<file path="src/hw/rtl/bcp_pkg.sv">
// Package for the bilinear corner patch: shared widths, register indexes
// and the reciprocal table used by the rounding divider. No dependencies.
`timescale 1ns / 1ps

package bcp_pkg;

    // Field widths.
    localparam int SPAN_W  = 5;
    localparam int CORN_W  = 16;
    localparam int VAL_W   = 25;
    localparam int PROD_W  = 31;
    localparam int NUM_W   = 32;
    localparam int RECIP_W = 31;
    localparam int IDX_W   = 3;

    // Configuration register indexes.
    typedef enum logic [IDX_W-1:0] {
        REG_COL_SPAN     = 3'd0,
        REG_ROW_SPAN     = 3'd1,
        REG_TOP_LEFT     = 3'd2,
        REG_TOP_RIGHT    = 3'd3,
        REG_BOTTOM_LEFT  = 3'd4,
        REG_BOTTOM_RIGHT = 3'd5,
        REG_OFFSET       = 3'd6
    } cfg_idx_t;

    // Reciprocal of twice the span: floor((2^32 - 1) / (2 * span)).
    localparam logic [RECIP_W-1:0] RECIP_TAB [0:31] = '{
        31'd0,
        31'(64'hFFFFFFFF / 64'd2),  31'(64'hFFFFFFFF / 64'd4),
        31'(64'hFFFFFFFF / 64'd6),  31'(64'hFFFFFFFF / 64'd8),
        31'(64'hFFFFFFFF / 64'd10), 31'(64'hFFFFFFFF / 64'd12),
        31'(64'hFFFFFFFF / 64'd14), 31'(64'hFFFFFFFF / 64'd16),
        31'(64'hFFFFFFFF / 64'd18), 31'(64'hFFFFFFFF / 64'd20),
        31'(64'hFFFFFFFF / 64'd22), 31'(64'hFFFFFFFF / 64'd24),
        31'(64'hFFFFFFFF / 64'd26), 31'(64'hFFFFFFFF / 64'd28),
        31'(64'hFFFFFFFF / 64'd30), 31'(64'hFFFFFFFF / 64'd32),
        31'(64'hFFFFFFFF / 64'd34), 31'(64'hFFFFFFFF / 64'd36),
        31'(64'hFFFFFFFF / 64'd38), 31'(64'hFFFFFFFF / 64'd40),
        31'(64'hFFFFFFFF / 64'd42), 31'(64'hFFFFFFFF / 64'd44),
        31'(64'hFFFFFFFF / 64'd46), 31'(64'hFFFFFFFF / 64'd48),
        31'(64'hFFFFFFFF / 64'd50), 31'(64'hFFFFFFFF / 64'd52),
        31'(64'hFFFFFFFF / 64'd54), 31'(64'hFFFFFFFF / 64'd56),
        31'(64'hFFFFFFFF / 64'd58), 31'(64'hFFFFFFFF / 64'd60),
        31'(64'hFFFFFFFF / 64'd62)
    };

endpackage

</file>
<file path="src/hw/rtl/bcp_rdiv.sv">
// Four-stage divider by a small span, rounding half away from zero.
// Uses the reciprocal table from bcp_pkg.
`timescale 1ns / 1ps

module bcp_rdiv
    import bcp_pkg::*;
(
    input  logic                     aclk,
    input  logic                     en,
    input  logic [SPAN_W-1:0]        span,
    input  logic signed [PROD_W-1:0] num,
    output logic signed [PROD_W-1:0] quo
);

    logic [SPAN_W:0]       dvs;
    logic [PROD_W-1:0]     mag;
    logic                  neg1_reg, neg2_reg, neg3_reg;
    logic [NUM_W-1:0]      n1_reg, n2_reg, n3_reg;
    logic [62:0]           p2_reg;
    logic [PROD_W-1:0]     q3_reg;
    logic [NUM_W-1:0]      qd3_reg;
    logic [NUM_W-1:0]      rem;
    logic [PROD_W-1:0]     qfix;
    logic signed [PROD_W-1:0] quo_next;
    logic signed [PROD_W-1:0] quo_reg;

    // The rounded quotient is floor((2|num| + d) / 2d).
    assign dvs = {span, 1'b0};
    assign mag = num[PROD_W-1] ? PROD_W'(-num) : PROD_W'(num);

    // Stage one: sign and rounded numerator.
    always_ff @(posedge aclk) begin
        if (en) begin
            neg1_reg <= num[PROD_W-1];
            n1_reg   <= {mag, 1'b0} + NUM_W'(span);
        end
    end

    // Stage two: multiply by the reciprocal.
    always_ff @(posedge aclk) begin
        if (en) begin
            neg2_reg <= neg1_reg;
            n2_reg   <= n1_reg;
            p2_reg   <= 63'(n1_reg) * 63'(RECIP_TAB[span]);
        end
    end

    // Stage three: trial quotient times the divisor.
    always_ff @(posedge aclk) begin
        if (en) begin
            neg3_reg <= neg2_reg;
            n3_reg   <= n2_reg;
            q3_reg   <= p2_reg[62:32];
            qd3_reg  <= NUM_W'(p2_reg[62:32] * PROD_W'(dvs));
        end
    end

    // Stage four: the trial quotient is at most one short; fix it and sign it.
    always_comb begin
        rem      = n3_reg - qd3_reg;
        qfix     = (rem >= NUM_W'(dvs)) ? q3_reg + PROD_W'(1) : q3_reg;
        quo_next = neg3_reg ? -$signed(qfix) : $signed(qfix);
    end

    always_ff @(posedge aclk) begin
        if (en) begin
            quo_reg <= quo_next;
        end
    end

    assign quo = quo_reg;

endmodule

</file>
<file path="src/hw/rtl/bcp_lerp.sv">
// Six-stage linear interpolation a + rdiv((b - a) * t, span), giving a for a
// zero span. Depends on bcp_pkg and bcp_rdiv.
`timescale 1ns / 1ps

module bcp_lerp
    import bcp_pkg::*;
(
    input  logic                    aclk,
    input  logic                    en,
    input  logic [SPAN_W-1:0]       span,
    input  logic [SPAN_W-1:0]       t,
    input  logic signed [VAL_W-1:0] a_in,
    input  logic signed [VAL_W-1:0] b_in,
    output logic signed [VAL_W-1:0] y_out
);

    logic signed [VAL_W:0]    diff;
    logic signed [PROD_W-1:0] prod_reg;
    logic signed [VAL_W-1:0]  a1_reg;
    logic signed [VAL_W-1:0]  a_dly_reg [0:3];
    logic signed [PROD_W-1:0] quo;
    logic signed [VAL_W-1:0]  y_reg;

    assign diff = (VAL_W+1)'(b_in) - (VAL_W+1)'(a_in);

    // Stage one: scaled difference.
    always_ff @(posedge aclk) begin
        if (en) begin
            prod_reg <= PROD_W'(diff) * $signed({1'b0, t});
            a1_reg   <= a_in;
        end
    end

    bcp_rdiv u_rdiv (
        .aclk (aclk),
        .en   (en),
        .span (span),
        .num  (prod_reg),
        .quo  (quo)
    );

    // Base value follows the divider.
    always_ff @(posedge aclk) begin
        if (en) begin
            a_dly_reg[0] <= a1_reg;
            for (int i = 1; i < 4; i++) begin
                a_dly_reg[i] <= a_dly_reg[i-1];
            end
        end
    end

    // Final stage: add the rounded step.
    always_ff @(posedge aclk) begin
        if (en) begin
            y_reg <= (span == '0) ? a_dly_reg[3] : a_dly_reg[3] + VAL_W'(quo);
        end
    end

    assign y_out = y_reg;

endmodule
</file>
<file path="config.mk">
export PLATFORM = sky130hd
export DESIGN_NAME = bcp_lerp
export DESIGN_NICKNAME = d
export VERILOG_FILES = /design/src/hw/rtl/bcp_pkg.sv /design/src/hw/rtl/bcp_rdiv.sv /design/src/hw/rtl/bcp_lerp.sv
export SDC_FILE = /design/constraint.sdc
export NUM_CORES = 2
export LEC_CHECK = 0
export BUFFER_PORTS_ARGS = -buffer_cell sky130_fd_sc_hd__buf_2
export CAP_MARGIN = 20
export CORE_MARGIN = 5
export CORE_UTILIZATION = 60
export DETAILED_ROUTE_END_ITERATION = 8
export PLACE_DENSITY = 0.81
export SYNTH_ARGS = -nofsm -noshare
export SYNTH_HDL_FRONTEND = slang
export SYNTH_SLANG_ARGS = --single-unit
</file>
<file path="constraint.sdc">
create_clock -name aclk -period 27.6 [get_ports aclk]
set_clock_uncertainty 0.15 [all_clocks]
set_input_delay 4.14 -clock aclk [delete_from_list [all_inputs] [get_ports aclk]]
set_output_delay 4.14 -clock aclk [all_outputs]
set_load 0.01 [all_outputs]
</file>
=== Yosys cells after proc, flatten, opt, wreduce, memory -nomap -nowiden ===
Memory sizes are Yosys's and may differ from the RTL's.
Index checks and enable logic that the tools add are counted.

* Flip-flop bits (word level): 324
* Latch bits: 0
* Bits in writable memories: 100
* ROM bits: 992
* Input port bits: 62
* Output and inout port bits: 25
* Word-level logic and storage cells: 37
* Memories: 2

* Add/sub/neg operators: 7
* Multipliers: 3
* Div/mod/pow operators: 0
* Magnitude comparators: 2
* Equality and inequality tests: 0
* Shift operators: 0
* Multiplexer cells: 8
* Bitwise operators: 1
* Reductions and logical operators: 1

{| class="wikitable"
|+ Memories
! memory !! words !! width !! read ports !! clocked after Yosys merged registers in !! wr ports !! line !! text
|-
| (name not given) || 32 || 31 || 1 || 0 || 0 || bcp_rdiv.sv:44 || <nowiki>p2_reg <= 63'(n1_reg) * 63'(RECIP_TAB[span]);</nowiki>
|-
| a_dly_reg || 4 || 25 || 4 || 0 || 4 || bcp_lerp.sv:20 || <nowiki>logic signed [VAL_W-1:0] a_dly_reg [0:3];</nowiki>
|}

{| class="wikitable"
|+ Operators by type and width
! operator !! number
|-
| $mux W31 || 3
|-
| $mux W25 || 3
|-
| $mul A32 B31 Y63 || 1
|-
| $add A32 B5 Y32 || 1
|-
| $ge A32 B6 Y1 || 1
|-
| $sub A32 B32 Y32 || 1
|-
| $mul A26 B6 Y31 || 1
|-
| $mul A31 B5 Y31 || 1
|-
| $neg A31 Y31 || 1
|-
| $sub A25 B25 Y26 || 1
|-
| $add A25 B1 Y25 const B || 1
|-
| $add A25 B25 Y25 || 1
|-
| $neg A25 Y25 || 1
|-
| $ge A6 B6 Y1 const B || 1
|-
| $not A5 Y6 || 1
|-
| $logic_not A5 Y1 || 1
|-
| $mux W1 || 2
|}

=== Logic depth before layout (Yosys ltp) ===
* Depth after elaboration: 5
* Gate-level depth with buffers: 43
* Depth with buffers taken out: 40

=== Modules after synthesis ===
From an unflattened synthesis, not the netlist that was laid out.

* Cell total of the unflattened synthesis: 6330
* Area total of the unflattened synthesis: 61191.2 µm²

{| class="wikitable"
|+ By module, submodules not included
! module !! times used !! cells an instance !! area an instance (µm²) !! seq. area each (µm²)
|-
| bcp_rdiv || 1 || 5077 || 47991.0 || 6696.4
|-
| bcp_lerp || 1 || 1253 || 13200.2 || 5435.2
|}

=== Worst setup path before layout ===
Ideal clock, no wire load.

* Path kind: in2reg
* From: input port span[0]
* To: register u_rdiv.p2_reg[59], data pin
* Setup time: 0.258 ns
* Data arrival time: 13.046 ns
* Data required time: 27.192 ns
* Path slack: 14.147 ns
* Cell stages on the path: 40
* Buffers on the path: 4
* Path through: clkbuf_1 clkbuf_1 inv_1 ha_1 clkbuf_1 nor2_1 a21oi_1 o21ai_0 o21ai_0 clkbuf_1 nand2_1 fa_1 inv_1 fa_1 inv_1 fa_1 inv_1 fa_1 (+4 left out) fa_1 inv_1 ha_1 nand4_1 nor4_1 o21ai_0 a31oi_1 o211ai_1 nand4_1 o211ai_1 a21oi_1 o2111ai_1 a31oi_1 nor2_1 nor3_1 o21a_1 a21oi_1 xnor2_1

* Cells in the longest elaborated chain, start to end: 5

{| class="wikitable"
|+ Ends and longest elaborated chain
! element !! line !! text
|-
| from (decl) || bcp_lerp.sv:10 || <nowiki>input logic [SPAN_W-1:0] span,</nowiki>
|-
| $not A5 Y6 (implied by the code) || bcp_rdiv.sv:44 ||
|-
| $mem_v2 Z32 W31 || n/a ||
|-
| $mux W31 (implied by the code) (2 in a row) || bcp_rdiv.sv:44 ||
|-
| $mul A32 B31 Y63 || bcp_rdiv.sv:44 ||
|-
| to (signal assigned) || bcp_rdiv.sv:44 ||
|-
| to (decl) || bcp_rdiv.sv:19 || <nowiki>logic [62:0] p2_reg;</nowiki>
|}

No other way between the ends. The select of a mux whose other input is x is not followed.
A chain may end at the register's enable or synchronous reset.

=== Worst setup path in the final report ===
* From: input port span[2]
* To: register u_rdiv.p2_reg[56], data pin

The elaborated chain is that of the path after synthesis.

==> impl_metrics.prom <==
# TYPE chip_impl_metric gauge
chip_impl_info{name="outcome",value="finished, final reports clean"} 1
chip_impl_metric{name="final-setup-viol-count",unit=""} 0
chip_impl_metric{name="final.period_utilization",unit="%"} 55.6
chip_impl_metric{name="clock_slew_at_reported_path_ffs",unit="ns"} 0.06
chip_impl_metric{name="grt_use_total",unit="%"} 28.5
chip_impl_info{name="startpoint_type_of_the_worst_setup_path",value="primary input"} 1
chip_impl_metric{name="place_congestion",unit=""} 0.955
chip_impl_metric{name="detail-route-antenna-nets",unit=""} 0
chip_impl_metric{name="layout-area-overhead-vs-synth",unit="%"} 4.73
chip_impl_metric{name="grt.met3_usage",unit="%"} 6.31
chip_impl_metric{name="via_per_inst",unit=""} 5.89
chip_impl_metric{name="die_h",unit="um"} 323
chip_impl_metric{name="cts.hold.buffers_added",unit=""} 0
chip_impl_info{name="worst_hold_launch",value="u_rdiv.n2_reg[21]"} 1
chip_impl_info{name="sink_of_the_worst_hold_path",value="u_rdiv.n3_reg[21]"} 1
chip_impl_metric{name="io_pins",unit=""} 87
chip_impl_info{name="r2r_start",value="u_rdiv.n1_reg[24]"} 1
chip_impl_metric{name="grt_max_degree",unit=""} 179
chip_impl_metric{name="num_vias",unit=""} 42200
chip_impl_metric{name="num_rows",unit=""} 114
chip_impl_metric{name="firstDrtPassIters",unit=""} 8
chip_impl_metric{name="setup_tns_final",unit="ns"} 0
chip_impl_metric{name="numPortBuffers",unit=""} 86
chip_impl_metric{name="synth.avg_cell_area",unit="um2"} 9.84
chip_impl_metric{name="required_time_of_the_critical_path",unit="ns"} 27.74
chip_impl_metric{name="post_cts_resize_count",unit=""} 0
chip_impl_metric{name="postCtsSetupBuffers",unit=""} 0
chip_impl_info{name="grt_setup_unrepaired",value="no"} 1
chip_impl_metric{name="syn-cell-area",unit="um2"} 58700
chip_impl_metric{name="synthesized_instance_count",unit=""} 5963
chip_impl_metric{name="fin_nets",unit=""} 7401
chip_impl_info{name="timing.rr.end",value="u_rdiv.p2_reg[56]"} 1
chip_impl_metric{name="grt_first_pass_wirelength",unit="um"} 236000
chip_impl_info{name="endpoint_kind",value="register"} 1
chip_impl_metric{name="share_of_synthesized_registers_carrying_an_async_set_or_reset",unit="%"} 0
chip_impl_metric{name="cts_max_level",unit=""} 2
chip_impl_metric{name="hold-path-cell-count",unit=""} 0
chip_impl_metric{name="initial_core_utilization",unit="%"} 60.6
chip_impl_metric{name="number_of_global_route_vias_before_repair",unit=""} 44900
chip_impl_metric{name="synth-seq-area-share",unit="%"} 20.1
chip_impl_metric{name="clk_path_buf_depth",unit=""} 3
chip_impl_metric{name="detail_route.iter0.violations",unit=""} 3849
chip_impl_metric{name="ys_types",unit=""} 85
chip_impl_metric{name="worst-r2r-setup-slack",unit="ns"} 17.95
chip_impl_info{name="cts.root.buffer_cell",value="clkbuf_16"} 1
chip_impl_info{name="worstSetupPathType",value="in -> reg"} 1
chip_impl_metric{name="use_met1",unit="%"} 38.0
chip_impl_metric{name="cpPeakStageDelay",unit="ns"} 0.88
chip_impl_metric{name="maxClockFrequency",unit="GHz"} 0.0652
chip_impl_metric{name="syn_nets",unit=""} 7495
chip_impl_metric{name="place.detailed.hpwl",unit="um"} 105000
chip_impl_info{name="grt-busiest-layer",value="met2"} 1
chip_impl_metric{name="crit_fanout",unit=""} 75
chip_impl_info{name="crit_path_top_delay_cell",value="nor2_4"} 1
chip_impl_info{name="clock_tree_from_tritoncts",value="yes"} 1
chip_impl_info{name="cp_common_cell",value="fa_1"} 1
chip_impl_metric{name="final_hold_viol_count",unit=""} 0
chip_impl_metric{name="slew-limit-headroom",unit="%"} 25.1
chip_impl_metric{name="floorplan.die_area",unit="um2"} 104000
chip_impl_metric{name="largest_reg_flops",unit=""} 100
chip_impl_metric{name="worstMarginPinSlew",unit="ns"} 1.12
chip_impl_metric{name="totalWireLength",unit="um"} 144000
chip_impl_metric{name="synth-seq-cells",unit=""} 392
chip_impl_metric{name="synthesis.yosys.warnings",unit=""} 0
chip_impl_metric{name="clock_sink_count",unit=""} 392
chip_impl_metric{name="die-width",unit="um"} 323
chip_impl_metric{name="grt_overflow_total",unit=""} 0
chip_impl_metric{name="slew_violations",unit=""} 0
chip_impl_metric{name="antenna_violations_before_repair",unit=""} 10
chip_impl_metric{name="filler_cell_count",unit=""} 7493
chip_impl_metric{name="max-cap-violations",unit=""} 0
chip_impl_metric{name="post_route_cells_drive_above_1_share",unit="%"} 4.71
chip_impl_metric{name="cts-buffers-inserted",unit=""} 39
chip_impl_metric{name="clock_latency",unit="ns"} 0.58
chip_impl_info{name="worstHoldPathType",value="reg -> reg"} 1
chip_impl_metric{name="cp_data_arrival_time",unit="ns"} 15.49
chip_impl_metric{name="routed_wire_length_per_instance",unit="um"} 20.1
chip_impl_metric{name="detail_route.drc_violations",unit=""} 0
chip_impl_metric{name="layout_min_cycle_time",unit="ns"} 15.35
chip_impl_metric{name="synth_edf_count",unit=""} 392
chip_impl_metric{name="core-area",unit="um2"} 96900
chip_impl_metric{name="ff2ff_path_depth",unit=""} 31
chip_impl_info{name="yosys_most_used_dff",value="edfxtp_1"} 1
chip_impl_metric{name="grt_util_met2",unit="%"} 46.3
-- cell usage after synthesis, types with 17 or more instances --
cell,instances,area (um2)
a211oi_1,28,210
nor2_1,138,518
or3_1,28,175
a21o_1,69,518
o211ai_1,24,180
xor2_1,78,683
nand3_1,58,290
edfxtp_1,392,11800
inv_1,1052,3950
nor3_1,47,235
o21bai_1,17,128
fa_1,1027,20600
clkbuf_1,270,1010
nor2b_1,38,238
a21oi_1,142,711
nand2b_1,22,138
and2_1,591,3700
nand4_1,17,106
o21a_1,33,248
o31ai_1,20,150
and3_1,47,294
nand2_1,834,3130
ha_1,443,5540
xnor2_1,161,1410
a31oi_1,27,169
o21ai_0,140,701
-- metal layers --
metal / vias up / routed length [um]
li1: 18500 / -
met1: 21000 / 55000
met2: 2200 / 67200
met3: 509 / 15300
met4: 6 / 6930
met5: - / 42
-- worst max-delay path by stage --
stage                       start                end  depth (start not counted)
after floorplan           span[0]  u_rdiv.p2_reg[59]                         40
after global placement    span[2]  u_rdiv.p2_reg[56]                         38
after detailed placement  span[2]  u_rdiv.p2_reg[59]                         38
after CTS                 span[2]  u_rdiv.p2_reg[56]                         38
after global routing      span[2]  u_rdiv.p2_reg[56]                         38
final                     span[2]  u_rdiv.p2_reg[56]                         38
-- critical path, delay by kind of cell --
family,cells,cell delay (ns)
AO/OA/AOI/OAI,10,2.19
XOR/XNOR,1,0.09
AND/OR/NAND/NOR,9,2.80
buffers and inverters,9,1.98
adder cells (fa/ha/maj),9,4.25
-- per-stage QoR --
stage / cells / setup WS [ns] / cell area, um2 / util [%] / hold slack [ns]
floorplan: 5963 / 14.15 / 58700 / - / 0.250
global placement: 7104 / 12.20 / 60300 / 62.2 / 0.251
detailed placement: 7104 / 11.94 / 60300 / 62.2 / 0.255
CTS: 7173 / 12.46 / 61500 / 63.5 / 0.263
global route: 7174 / 11.52 / 61500 / 63.5 / 0.270
finish: 7175 / 12.25 / 61500 / 63.5 / 0.262
-- area by class of cell --
class / instances / area [um2] / area share (%)
multi-input combinational: 4234 / 42000 / 68.4
sequential: 392 / 11800 / 19.2
inverter: 1053 / 3950 / 6.43
tap: 1276 / 1600 / 2.60
clock buffer: 44 / 995 / 1.62
timing repair buffer: 149 / 926 / 1.51
clock inverter: 25 / 196 / 0.320
antenna: 2 / 5.00 / 0.00814
-- cell usage in the layout (no fill, tap or decap), types with 17 or more instances in the layout --
| master | instances |
|---|---|
| inv_1 | 1052 |
| fa_1 | 1027 |
| nand2_1 | 834 |
| and2_1 | 591 |
| ha_1 | 443 |
| edfxtp_1 | 392 |
| xnor2_1 | 161 |
| nor2_1 | 137 |
| a21oi_1 | 136 |
| o21ai_0 | 135 |
| buf_2 | 85 |
| xor2_1 | 78 |
| a21o_1 | 68 |
| buf_4 | 62 |
| nand3_1 | 58 |
| and3_1 | 47 |
| nor3_1 | 45 |
| clkbuf_16 | 39 |
| nor2b_1 | 38 |
| o21a_1 | 31 |
| a211oi_1 | 28 |
| or3_1 | 28 |
| a31oi_1 | 25 |
| o211ai_1 | 24 |
| nand2b_1 | 22 |
| o31ai_1 | 20 |
| o21bai_1 | 17 |
| nand4_1 | 17 |
-- kinds of logic (layout without fill, tap and decap cells) --
logic type      Yosys count  in the layout  synth area share, %
simple gates           1901           1901                 16.1
buf+inv                1337           1271                 8.58
other cells               0              2                    0
mux                      19             19                0.409
flops                   392            392                 20.1
compound gates          605            605                 6.75
xor+xnor                239            239                 3.57
fa+ha+maj              1470           1470                 44.5
Power is not shown: default switching activity piles up to over one toggle a cycle in this logic, so the estimate is an artifact.
